--- config.mk ---
export PLATFORM = sky130hd
export DESIGN_NAME = obde_ctrl
export DESIGN_NICKNAME = d
export VERILOG_FILES = /design/src/sv/obde_pkg.sv /design/src/sv/obde_ctrl.sv
export SDC_FILE = /design/constraint.sdc
export NUM_CORES = 1
export LEC_CHECK = 0
export BUFFER_PORTS_ARGS = -buffer_cell sky130_fd_sc_hd__buf_4
export CORE_AREA = 3 3 40 42
export CTS_BUF_LIST = sky130_fd_sc_hd__clkbuf_2 sky130_fd_sc_hd__clkbuf_4 sky130_fd_sc_hd__clkbuf_8
export CTS_CLUSTER_SIZE = 14
export DETAILED_ROUTE_END_ITERATION = 16
export DIE_AREA = 0 0 43 45
export GPL_ROUTABILITY_DRIVEN = 0
export GPL_TIMING_DRIVEN = 0
export PLACE_DENSITY = 0.77
export SLEW_MARGIN = 0
export SYNTH_ARGS = -nofsm -noshare
export SYNTH_HDL_FRONTEND = slang
export SYNTH_SLANG_ARGS = --single-unit
--- constraint.sdc ---
create_clock -name clock -period 1.9 [get_ports clock]
set_input_delay 0.19 -clock clock [delete_from_list [all_inputs] [get_ports clock]]
set_output_delay 0.19 -clock clock [all_outputs]
set_load 0.005 [all_outputs]
--- src/sv/obde_pkg.sv ---
// shared types, opcodes and sizing constants for the occupancy bitmap disc engine
package obde_pkg;

   localparam int DEF_WIDTH  = 1024;
   localparam int DEF_HEIGHT = 512;

   // field widths
   localparam int OP_W    = 2;
   localparam int COORD_W = 12;
   localparam int RAD_W   = 6;
   localparam int ROW_W   = 10;
   // internal signed coordinate width, room for center plus or minus radius
   localparam int CW      = 14;

   localparam logic [OP_W-1:0] OP_CARVE   = 2'd0;
   localparam logic [OP_W-1:0] OP_FILL    = 2'd1;
   localparam logic [OP_W-1:0] OP_COLLIDE = 2'd2;
   localparam logic [OP_W-1:0] OP_GROUND  = 2'd3;

   // controller to datapath commands
   typedef struct packed {
      logic clr;        // write zero at the clearing counter
      logic load;       // take a new request beat
      logic row_start;  // compute remaining squared radius of this row
      logic sqrt_step;  // one bit of the half-width root
      logic span;       // register the clamped span of this row
      logic rd;         // read the addressed word
      logic op;         // check or modify the word just read
      logic row_next;   // advance to the next disc row
      logic gnd_rd;     // read the word holding the ground column
      logic gnd_next;   // advance the ground scan one row
      logic set_hit;    // record a collision
      logic gnd_found;  // record the current scan row as the answer
      logic gnd_none;   // record height as the answer
      logic emit;       // load the response registers
   } obde_cmd_type;

   // datapath to controller status
   typedef struct packed {
      logic clr_last;
      logic is_write;
      logic is_collide;
      logic is_ground;
      logic sqrt_last;
      logic span_skip;
      logic span_hit;
      logic word_hit;
      logic word_last;
      logic row_last;
      logic gnd_oob;
      logic gnd_bit;
      logic gnd_last;
   } obde_sts_type;

endpackage

--- src/sv/obde_ctrl.sv ---
// controller: sequences clearing, disc row walks and ground scans
module obde_ctrl
   import obde_pkg::*;
(
   input  logic         clock,
   input  logic         reset,
   input  logic         req_valid,
   output logic         req_ready,
   output logic         rsp_valid,
   input  logic         rsp_ready,
   input  obde_sts_type sts,
   output obde_cmd_type cmd
);

   localparam logic [3:0] S_CLR  = 4'd0;
   localparam logic [3:0] S_IDLE = 4'd1;
   localparam logic [3:0] S_DISP = 4'd2;
   localparam logic [3:0] S_ROW  = 4'd3;
   localparam logic [3:0] S_SQRT = 4'd4;
   localparam logic [3:0] S_SPAN = 4'd5;
   localparam logic [3:0] S_RD   = 4'd6;
   localparam logic [3:0] S_OP   = 4'd7;
   localparam logic [3:0] S_GRD  = 4'd8;
   localparam logic [3:0] S_GOP  = 4'd9;
   localparam logic [3:0] S_DONE = 4'd10;

   logic [3:0] state_ff, state_in;
   logic       rsp_valid_ff, rsp_valid_in;

   assign req_ready = state_ff == S_IDLE;
   assign rsp_valid = rsp_valid_ff;

   // next state and commands
   always_comb begin
      state_in     = state_ff;
      cmd          = '0;
      rsp_valid_in = rsp_valid_ff && !rsp_ready;
      unique case (state_ff)
         S_CLR: begin
            cmd.clr = 1'b1;
            if (sts.clr_last) begin
               state_in = S_IDLE;
            end
         end
         S_IDLE: begin
            if (req_valid) begin
               cmd.load = 1'b1;
               state_in = S_DISP;
            end
         end
         S_DISP: begin
            if (!sts.is_ground) begin
               state_in = S_ROW;
            end else if (sts.gnd_oob) begin
               cmd.gnd_none = 1'b1;
               state_in     = S_DONE;
            end else begin
               state_in = S_GRD;
            end
         end
         S_ROW: begin
            cmd.row_start = 1'b1;
            state_in      = S_SQRT;
         end
         S_SQRT: begin
            cmd.sqrt_step = 1'b1;
            if (sts.sqrt_last) begin
               state_in = S_SPAN;
            end
         end
         S_SPAN: begin
            cmd.span = 1'b1;
            priority if (sts.is_collide && sts.span_hit) begin
               cmd.set_hit = 1'b1;
               state_in    = S_DONE;
            end else if (sts.span_skip) begin
               if (sts.row_last) begin
                  state_in = S_DONE;
               end else begin
                  cmd.row_next = 1'b1;
                  state_in     = S_ROW;
               end
            end else begin
               state_in = S_RD;
            end
         end
         S_RD: begin
            cmd.rd   = 1'b1;
            state_in = S_OP;
         end
         S_OP: begin
            cmd.op = 1'b1;
            priority if (sts.is_collide && sts.word_hit) begin
               cmd.set_hit = 1'b1;
               state_in    = S_DONE;
            end else if (!sts.word_last) begin
               state_in = S_RD;
            end else if (sts.row_last) begin
               state_in = S_DONE;
            end else begin
               cmd.row_next = 1'b1;
               state_in     = S_ROW;
            end
         end
         S_GRD: begin
            cmd.gnd_rd = 1'b1;
            state_in   = S_GOP;
         end
         S_GOP: begin
            priority if (sts.gnd_bit) begin
               cmd.gnd_found = 1'b1;
               state_in      = S_DONE;
            end else if (sts.gnd_last) begin
               cmd.gnd_none = 1'b1;
               state_in     = S_DONE;
            end else begin
               cmd.gnd_next = 1'b1;
               state_in     = S_GRD;
            end
         end
         S_DONE: begin
            if (!rsp_valid_ff || rsp_ready) begin
               cmd.emit     = 1'b1;
               rsp_valid_in = 1'b1;
               state_in     = S_IDLE;
            end
         end
         default: begin
            state_in = S_CLR;
         end
      endcase
   end

   // state registers
   always_ff @(posedge clock) begin
      if (reset) begin
         state_ff     <= S_CLR;
         rsp_valid_ff <= 1'b0;
      end else begin
         state_ff     <= state_in;
         rsp_valid_ff <= rsp_valid_in;
      end
   end

endmodule

### Word-level counts from Yosys, hierarchy flattened

Cells that the tools add are included.

* input bits: 17
* register bits: 5

* muxes and demuxes: 46
* reductions and logical operators: 8
* equal/unequal tests: 14

Operator list (number)
* $mux W4: 11
* $pmux W4 S11: 1
* $mux W1: 29
* $eq A4 B3 Y1 const B: 4
* $eq A4 B4 Y1 const B: 3
* $eq A4 B2 Y1 const B: 2
* $ne A2 B2 Y1 const B: 4
* $pmux W1 S2: 3
* $eq A4 B1 Y1 const B: 1
* $logic_not A4 Y1: 1
* $mux W2: 2
* $reduce_and A4 Y1: 1
* $logic_and A1 B1 Y1: 3
* $logic_not A1 Y1: 2
* $logic_or A1 B1 Y1: 1

### Longest topological paths before layout

Gate-level depths: netlist (run 1).

* word-level depth: 4
* depth in mapped cells: 5

### Worst setup path before layout (run 1)

Ideal clock, no wire load.

* kind: register -> register
* from: reg state_ff[3]
* to: reg state_ff[0]
* required time: 1.780 ns
* path slack: 0.660 ns
* stages on the path, launching flop included: 5
* setup time: 0.120 ns
* arrival time: 1.120 ns
* period minus slack after synthesis: 1.240 ns
* cell sequence: dfxtp_1 > and4bb_1 > nand3_2 > a21oi_2 > o31a_1

* cells in the longest elaborated chain, start to end: 3
* elaborated cells between the ends (all ways): 17
* those cells by class: 14 x eq/ne; 1 x mux; 2 x reduce/logical

Ends and longest elaborated chain
* start: declaration: line obde_ctrl.sv:27 `logic [3:0] state_ff, state_in;`
* start signal: assignment: line obde_ctrl.sv:140 `state_ff <= state_in;`
* $eq A4 B4 Y1, or another cell as far along: line obde_ctrl.sv:38 `unique case (state_ff)`
* $ne A2 B2 Y1 (no line)
* $reduce_and A4 Y1 (no line)

Several ways; a longest one is shown, not always the timed one.
A chain may end at the register's enable or synchronous reset.

==> results of run 1 <==
[registers in the layout (all words and copies together) (netlist names)]
register	count
rsp_valid	1
state_ff	4
[layer usage]
metal / wire, microns / track usage / vias to the layer above
met3: 45 / 0.00398 / 0
met1: 720 / 0.233 / 301
met2: 745 / 0.260 / 10
met4: 0 / 0.0542 / 0
li1: - / - / 344
met5: 0 / 0 / -
[layout by cell type (no fill, tap or decap), types with 2 or more instances in the layout]
master	n
nand2_1	7
o21ai_0	3
a21oi_1	3
nor2_1	4
buf_4	32
nand3b_1	3
a31oi_1	2
and3_1	2
dfxtp_1	5
nand4b_1	2
nand2b_1	3
inv_1	3
and2b_1	2
clkbuf_4	4
nor3_1	4
a21oi_2	2
mux2_2	3
a21o_1	3
[metrics by stage]
| step | total power [mW] | hold slack (ns) |
|---|---|---|
| CTS | 0.535 | 0.163 |
| detailed placement | 0.400 | 0.410 |
| global placement | 0.398 | 0.405 |
| floorplan | 0.300 | 0.252 |
| finish | 0.528 | 0.169 |
| global route | 0.569 | 0.166 |
[final cells by class]
type                            instances  area, sq um  share of cell area
Inverter                                3         11.3              0.0132
Tap cell                               15         18.8              0.0220
Timing Repair Buffer                   31          233               0.273
Sequential cell                         5          100               0.117
Multi-Input combinational cell         63          432               0.507
Buffer                                  4         27.5              0.0323
Clock buffer                            4         30.0              0.0352
[final timing paths]
path                       to  cells past startpoint
setup / recovery       cmd[1]                      4
hold / removal    state_ff[2]                      2
setup reg to reg  state_ff[1]                      4
hold reg to reg     rsp_valid                      2
[worst max-delay path: stages (launching register included)]
cell and delay (ns):
dfxtp_1 0.48, clkbuf_1 0.35, nand4b_1 0.14, a21oi_1 0.16, buf_4 0.13
[cell usage after synthesis (all sizes together), types with 2 or more instances]
master,number
a31oi,2
and3,2
o21ai,3
buf,3
nor4,2
nor3,4
a21o,3
mux2,3
a21oi,5
and2b,3
nand2b,4
nand4b,2
nand2,8
inv,3
nand3,2
nor2,4
dfxtp,5
nand3b,3
[power by group through the flow]
stage	Clock, mW	Combinational, mW	Sequential (mW)
final	0.129	0.256	0.143
after global routing	0.140	0.282	0.147
after CTS	0.136	0.256	0.143
after detailed placement	0	0.255	0.145
after global placement	0	0.254	0.144
after floorplan	0	0.162	0.138
[cells by family (layout without fill, tap and decap cells)]
group / Yosys count / after routing / share of synthesized area
simple gates: 42 / 42 / 0.478
mux: 3 / 3 / 0.0592
compound gates: 18 / 18 / 0.219
buf+inv: 7 / 42 / 0.0680
flops: 5 / 5 / 0.175
==> out/metrics.cfg, run 1 <==
[run_status]
status=completed

[cts]
path_clk_slew_ns=0.04
clockBufferDepth=2
cts.htree.levels=1
cts_resized=0
cts_root_buf=clkbuf_4
clk_latency_ns=0.23
cts-hold-fix-buffers=0
cts.sinks=5
cts_setup_buffers=0
cts_made_buffers=3
cts_tree=done

[place]
dpl_worst_slack_ns=0.479
dpl-instance-area_sq_um=822
hpwlAfterDp_mm=1.26
dp.cells=121
port_buffers=31

[logic_synthesis]
async_reset_ff_frac=0
ys.flop_type=dfxtp_1
synth_seq_cells=5
yosysSeqAreaShare=0.175
synth_area_per_cell_sq_um=7.61
syn_inst=75
synth_top_area_cell=dfxtp_1
ys_warn_count=0
synth.top_cell.area_share=0.175
synth-edff-count=0
synthesis.area_sq_um=571
synth.area.top_cells=dfxtp_1, mux2_2, nand2_1
yosysUniqueCellTypes=40
synth_nets=92

[sta]
finalCriticalPeriod_ns=1.68
timing.final.ws_setup_ns=0.219
final_hold_viol_count=0
tns_ns=0
slew_violations=0
worstMarginPinSlew_ns=0.364
finalSetupViolations=0
slew_headroom=0.758
fin_skew_ns=0.000826
fin_crit_sh=0.885
rsz0062_at_grt=false
fmax_ghz=0.595

[route]
drt-total-wl_mm=1.51
vias=655
vias_per_cell=5.24
drc=0
firstDrtPassIters=4
ant_nets=0
drt_iter0_drc=11
wire_per_inst_microns=12.1

[layout]
fin_area_sq_um=852
fillCellCount=110
fin_cells=125
layout-drive-gt1-share=0.436
nNetsFinal=128
area_growth_pct=49.3
utilization=0.663
n_antenna_cell=0

[floorplan]
std_cell_rows=13
dieArea_sq_um=1940
die_x_microns=43
die_h_microns=45
boundaryPins=33
start_util=0.444
coreArea_sq_um=1280

[global_routing]
first_global_vias=601
grt_overflow=0
grt_antenna_before_repair=0
grtUsageTotal=0.161
grt_pass1_wl_mm=2.48
grt_max_degree=11

[power_and_ir_drop]
swShare=0.330
internal-power_mw=0.354
p_switching_mw=0.174
p_leak_nw=0.388
p_per_area_nw_per_um2=620
comb_power_share=0.485
pwr-share-clk=0.245
seqPwrFrac=0.270
vdd_drop_max_uv=436

[worst_setup_path]
worst_setup_path_start_kind=flop
r2r-start=state_ff[1]
endpoint_kind=output pin
cp_max_fo=10
crit_type=flop to output pin
ff2ff_setup_slack_ns=0.49
crit_start=state_ff[3]
critPathRequiredTime_ns=1.71
cp.arrival_ns=1.49

[worst_hold_path]
min_from=reset
hp-class=input pin to flop

[job]
drv_cap=0

Power figures use the tool's default switching activity.
==> inputs of run 2 (changes only) <==
--- a/config.mk
+++ b/config.mk
@@ -5,6 +5,7 @@
 export SDC_FILE = /design/constraint.sdc
 export NUM_CORES = 1
 export LEC_CHECK = 0
+export ABC_AREA = 1
 export BUFFER_PORTS_ARGS = -buffer_cell sky130_fd_sc_hd__buf_4
 export CORE_AREA = 3 3 40 42
 export CTS_BUF_LIST = sky130_fd_sc_hd__clkbuf_2 sky130_fd_sc_hd__clkbuf_4 sky130_fd_sc_hd__clkbuf_8
@@ -13,7 +14,7 @@
 export DIE_AREA = 0 0 43 45
 export GPL_ROUTABILITY_DRIVEN = 0
 export GPL_TIMING_DRIVEN = 0
-export PLACE_DENSITY = 0.77
+export PLACE_DENSITY = 0.73
 export SLEW_MARGIN = 0
 export SYNTH_ARGS = -nofsm -noshare
 export SYNTH_HDL_FRONTEND = slang
==> run 2 against run 1 <==
  * Sequential power rose by 19%
  * First-iteration DRC count rose by 64%
  * Via count rose by 11%
  * Routed wire length fell by 2.6%
  * Die area did not move
  * Clock skew rose by 0.0014 ns
  * Clock power barely moved
  * Critical endpoint unchanged
  * Largest power group unchanged
==> out/metrics.cfg, run 2 <==
[run_status]
status=completed

[place]
hpwlAfterDp_mm=1.30  ; +3.7%
dp.cells=150  ; +24%
port_buffers=31  ; unchanged

[logic_synthesis]
yosysMostFrequentCell=nand2_1
synth-edff-count=0  ; unchanged
synth_nets=121  ; +32%
syn_inst=104  ; +39%
async_reset_ff_frac=0  ; unchanged
synth_area_per_cell_sq_um=5.05  ; -34%
synthesis.area_sq_um=526  ; -7.9%
synth_seq_cells=5  ; unchanged
yosysUniqueCellTypes=15  ; -63%
ys.flop_type=dfxtp_1
synth_common_cells=nand2_1, nor2_1, inv_1
synth_top_area_cell=nand2_1
synth.top_cell.area_share=0.200  ; +0.0246
yosysSeqAreaShare=0.190  ; +0.0150
ys_warn_count=0  ; unchanged
synth.area.top_cells=nand2_1, dfxtp_1, nor2_1

[cts]
cts.htree.levels=1  ; unchanged
cts_made_buffers=3  ; unchanged
cts_resized=0  ; unchanged
cts-hold-fix-buffers=0  ; unchanged
cts_setup_buffers=0  ; unchanged
clockBufferDepth=2  ; unchanged
cts_tree=done
cts_root_buf=clkbuf_4
cts.sinks=5  ; unchanged
clk_latency_ns=0.23  ; about the same
path_clk_slew_ns=0.04  ; about the same

[layout]
regMostFlops=state_ff
final_common_cell=buf_4
fin_cells=154  ; +23%
nNetsFinal=157  ; +23%
fillCellCount=145  ; +32%
largest_reg_flops=4  ; unchanged
layout-drive-gt1-share=0.317  ; -0.120
layout_common_cells=buf_4, nand2_1, nor2_1
area_growth_pct=53.6
n_antenna_cell=0  ; unchanged

[worst_setup_path]
path_cells=nand2_2, nor2_1, nand2_1, o21ai_0, buf_4
crit_start=state_ff[1]
crit_type=flop to output pin
cp.arrival_ns=1.37  ; -0.12 ns
cp_max_fo=7  ; -3
max_stage_delay_ns=0.46  ; -0.02 ns
endpoint_kind=output pin
worst_setup_path_start_kind=flop
r2r-start=state_ff[0]
slowest_stage=dfxtp_1
critPathRequiredTime_ns=1.71  ; about the same

[global_routing]
met2_usage=0.281  ; +0.0210
grt_overflow=0  ; unchanged
first_global_vias=607  ; +1.0%
busiest_layer=met2
gr-usage-met3=0.0159  ; +0.0120
grt_antenna_before_repair=0  ; unchanged
met1_usage=0.175  ; -0.0575
grtUsageTotal=0.145  ; -0.0163
grt_max_degree=8  ; -3
grt_pass1_wl_mm=2.26  ; -9.2%

[route]
vias_per_cell=4.70  ; -10%
ant_nets=0  ; unchanged
drt_iter0_drc=18  ; +7
drt-total-wl_mm=1.47  ; -2.6%
wire_per_inst_microns=9.55  ; -21%
vias=724  ; +11%
drc=0  ; unchanged
firstDrtPassIters=4  ; unchanged

[sta]
finalCriticalPeriod_ns=1.56  ; -0.122 ns
slew_headroom=0.794  ; +0.0366
rsz0062_at_grt=false
tns_ns=0  ; unchanged
slew_violations=0  ; unchanged
final_hold_viol_count=0  ; unchanged
fin_crit_sh=0.821  ; -0.0642
finalSetupViolations=0  ; unchanged
fmax_ghz=0.641  ; +7.8%
worstMarginPinSlew_ns=0.308  ; -0.0561 ns
fin_skew_ns=0.00227  ; +0.00144 ns

[floorplan]
die_x_microns=43  ; unchanged
start_util=0.409  ; -0.0351
boundaryPins=33  ; unchanged
dieArea_sq_um=1940  ; unchanged
std_cell_rows=13  ; unchanged
die_h_microns=45  ; unchanged
coreArea_sq_um=1280  ; unchanged

[job]
drv_cap=0  ; unchanged

[power_and_ir_drop]
vdd_drop_max_uv=643  ; +47%
p_leak_nw=0.465  ; +20%
p_per_area_nw_per_um2=844  ; +36%

[worst_hold_path]
min_from=reset
hp-class=input pin to flop

==> run 2: final timing paths <==
path	endpoint	slack, ns	cells after the start
worst max-delay path	cmd[1]	0.34	5
worst min-delay path	state_ff[1]	0.14	2
worst max register to register	state_ff[1]	0.67	6
worst min register to register	rsp_valid	0.59	4
==> run 2: power by group <==
part           switching, mW  leakage, nW  internal (mW)
registers             0.0416       0.0407          0.128
clock network         0.0359       0.0184         0.0931
logic                  0.215        0.406          0.168
==> run 2: per-stage QoR <==
| stage | area, sq um | setup slack, ns | hold WS (ns) | util | total power, mW |
|---|---|---|---|---|---|
| after floorplan | 526 | 0.825 | 0.259 | - | 0.405 |
| after global placement | 777 | 0.637 | 0.378 | 0.605 | 0.550 |
| after detailed placement | 777 | 0.591 | 0.383 | 0.605 | 0.555 |
| after CTS | 807 | 0.328 | 0.141 | 0.628 | 0.687 |
| after global routing | 807 | 0.178 | 0.140 | 0.628 | 0.741 |
| final | 807 | 0.341 | 0.142 | 0.628 | 0.681 |
==> run 2: layout make-up <==
cell class / instances / area (sq um) / share of cell area
clock buffers: 4 / 30.0 / 0.0372
inverters: 21 / 78.8 / 0.0977
multi-input cells: 78 / 347 / 0.429
flip-flops and latches: 5 / 100 / 0.124
well taps: 15 / 18.8 / 0.0233
repair buffers: 31 / 233 / 0.288
==> run 2: cell families (layout without fill, tap and decap cells) <==
| group | count (synthesis) | in the layout | share of synthesized area |
|---|---|---|---|
| AO/OA/AOI/OAI | 9 | 9 | 0.0929 |
| buffers and inverters | 21 | 56 | 0.150 |
| flip-flops | 5 | 5 | 0.190 |
| AND/OR/NAND/NOR | 69 | 69 | 0.567 |
==> run 2: layer usage <==
layer	up-vias	wire length [microns]
li1	394	-
met4	0	0
met2	18	726
met1	312	653
met5	-	0
met3	0	91
==> run 2: worst max-delay path: cells and delay by family, from the launching register on <==
kind	cells	cell delay (ns)
buffers and inverters	1	0.14
DFF	1	0.46
and+or+nand+nor	3	0.37
AOI/OAI and AO/OA	1	0.17
==> inputs of run 3 (changes only) <==
==> constraint.sdc (replaced) <==
create_clock -name clock -period 1.45 [get_ports clock]
set_input_delay 0.145 -clock clock [delete_from_list [all_inputs] [get_ports clock]]
set_output_delay 0.145 -clock clock [all_outputs]
set_load 0.005 [all_outputs]
==> run 3 against run 2 <==
  * Sequential power rose by 36%
  * Count of clock-buffer cells in the layout did not move
  * Die area did not move
  * Final area rose by 2.8%
  * Highest routed layer unchanged
==> out/metrics.cfg, run 3 (synthesis results as in run 2) <==
[floorplan]
die_x_microns=43  ; unchanged
coreArea_sq_um=1280  ; unchanged
die_h_microns=45  ; unchanged
dieArea_sq_um=1940  ; unchanged
start_util=0.409  ; unchanged
std_cell_rows=13  ; unchanged
boundaryPins=33  ; unchanged

[cts]
cts_tree=done
clockBufferDepth=2  ; unchanged
cts_setup_buffers=0  ; unchanged
clk_latency_ns=0.23  ; about the same
cts_made_buffers=3  ; unchanged
cts.htree.levels=1  ; unchanged
cts-hold-fix-buffers=0  ; unchanged
cts.sinks=5  ; unchanged
cts_root_buf=clkbuf_4
path_clk_slew_ns=0.04  ; about the same

[run_status]
status=completed

[place]
dp.cells=150  ; unchanged
port_buffers=31  ; unchanged
dpl-instance-area_sq_um=777  ; unchanged
hpwlAfterDp_mm=1.30  ; unchanged

[layout]
nNetsFinal=157  ; unchanged
final_common_cell=buf_4
n_antenna_cell=0  ; unchanged
largest_reg_flops=4  ; unchanged
area_growth_pct=57.9
regMostFlops=state_ff
layout-drive-gt1-share=0.388  ; +0.0719
fin_area_sq_um=830  ; +2.8%
layout_common_cells=buf_4, nand2_1, nor2_1
fin_cells=154  ; unchanged

[worst_setup_path]
cp_max_fo=4  ; -3
crit_type=flop to output pin
worst_setup_path_start_kind=flop
slowest_stage=dfxtp_2
endpoint_kind=output pin
reg2regPathDepth=7  ; +1
path_cells=inv_2, nand2_2, nor2_2, inv_1, nor3_2, buf_4
max_stage_delay_ns=0.33  ; -0.13 ns
cp.arrival_ns=1.23  ; -0.14 ns
critPathRequiredTime_ns=1.31  ; -0.40 ns
path_buf_inv=3  ; +2
crit_family=simple AND/OR/NAND/NOR gates
critical_path_depth=6  ; +1

[power_and_ir_drop]
pwr-share-clk=0.184  ; -0.005
seqPwrFrac=0.252  ; +0.003
p_leak_nw=0.466  ; +0.30%
internal-power_mw=0.523  ; +34%
comb_power_share=0.564  ; +0.002
vdd_drop_max_uv=867  ; +35%
power_mw=0.919  ; +35%
p_per_area_nw_per_um2=1110  ; +31%
swShare=0.432  ; +0.00229
p_switching_mw=0.397  ; +36%

[worst_hold_path]
hp-class=input pin to flop
hold_path_depth=2  ; unchanged

[sta]
worstMarginPinSlew_ns=0.310  ; +0.00196 ns
tns_ns=0  ; unchanged
slew_headroom=0.793  ; -0.00131
final_hold_viol_count=0  ; unchanged
fin_skew_ns=0.00195  ; -0.000320 ns
fmax_ghz=0.727
slew_violations=0  ; unchanged
finalCriticalPeriod_ns=1.38
holdWs_ns=0.0897  ; -0.0526 ns
finalSetupViolations=0  ; unchanged
fin_crit_sh=0.948

[global_routing]
grt_max_degree=8  ; unchanged
grt_pass1_wl_mm=2.26  ; unchanged
grt_antenna_before_repair=0  ; unchanged
first_global_vias=607  ; unchanged
grt_overflow=0  ; unchanged
grtUsageTotal=0.145  ; unchanged

[route]
ant_nets=0  ; unchanged
drc=0  ; unchanged
drt_iter0_drc=14  ; -4
vias=721  ; -0.41%
wire_per_inst_microns=10.2  ; +6.5%
drt-total-wl_mm=1.57  ; +6.5%
firstDrtPassIters=4  ; unchanged
vias_per_cell=4.68  ; -0.41%

[job]
drv_cap=0  ; unchanged

==> run 3: cell types whose count changed in the layout (fill, tap and decap cells not counted) <==
cell / before / now
o21ai_1: 0 / 1
dfxtp_2: 0 / 4
nand2_2: 3 / 5
nor3_1: 3 / 2
dfxtp_1: 5 / 1
o21ai_0: 4 / 3
nor3_2: 0 / 1
nand2_1: 28 / 26
nor2_1: 22 / 19
nor2_2: 3 / 6
==> run 3: through the flow <==
| step | utilization | setup WS (ns) |
|---|---|---|
| 6_report | 0.646 | 0.0748 |
| 5_1_grt | 0.646 | -0.0221 |
| 4_1_cts | 0.632 | 0.00633 |
| 3_5_place_dp | 0.605 | 0.186 |
| 3_3_place_gp | 0.605 | 0.232 |
| 2_1_floorplan | - | 0.380 |
==> run 3: final timing paths <==
path | from | end | slack [ns]
setup / recovery | state_ff[2] | cmd[4] | 0.07
setup reg to reg | state_ff[3] | state_ff[2] | 0.28
hold / removal | reset | state_ff[1] | 0.09
hold reg to reg | rsp_valid | rsp_valid | 0.59
==> run 3: area by class of cell <==
cell class                      instances  area (sq um)
Inverter                               21          78.8
Tap cell                               15          18.8
Timing Repair Buffer                   31           233
Fill cell                             142           455
Clock buffer                            4          30.0
Multi-Input combinational cell         78           364
Sequential cell                         5           105
==> run 3: repair_timing <==
action / CTS / global route
endpoints found under the setup margin: 2 / 5
gates resized for setup: 3 / 8
pin swaps: 0 / 2
==> run 3: routing by layer <==
layer	vias up	wire, microns	GRT usage
met2	16	811	0.281
met3	0	76	0.0159
met4	0	0	0.0181
met5	-	0	0
met1	313	677	0.175
li1	392	-	-
==> run 3: power by group through the flow <==
stage | registers (mW) | clock network [mW] | logic, mW
after floorplan | 0.210 | 0 | 0.320
after global placement | 0.223 | 0 | 0.498
after detailed placement | 0.222 | 0 | 0.505
after CTS | 0.226 | 0.173 | 0.512
after global routing | 0.235 | 0.181 | 0.580
final | 0.231 | 0.169 | 0.519
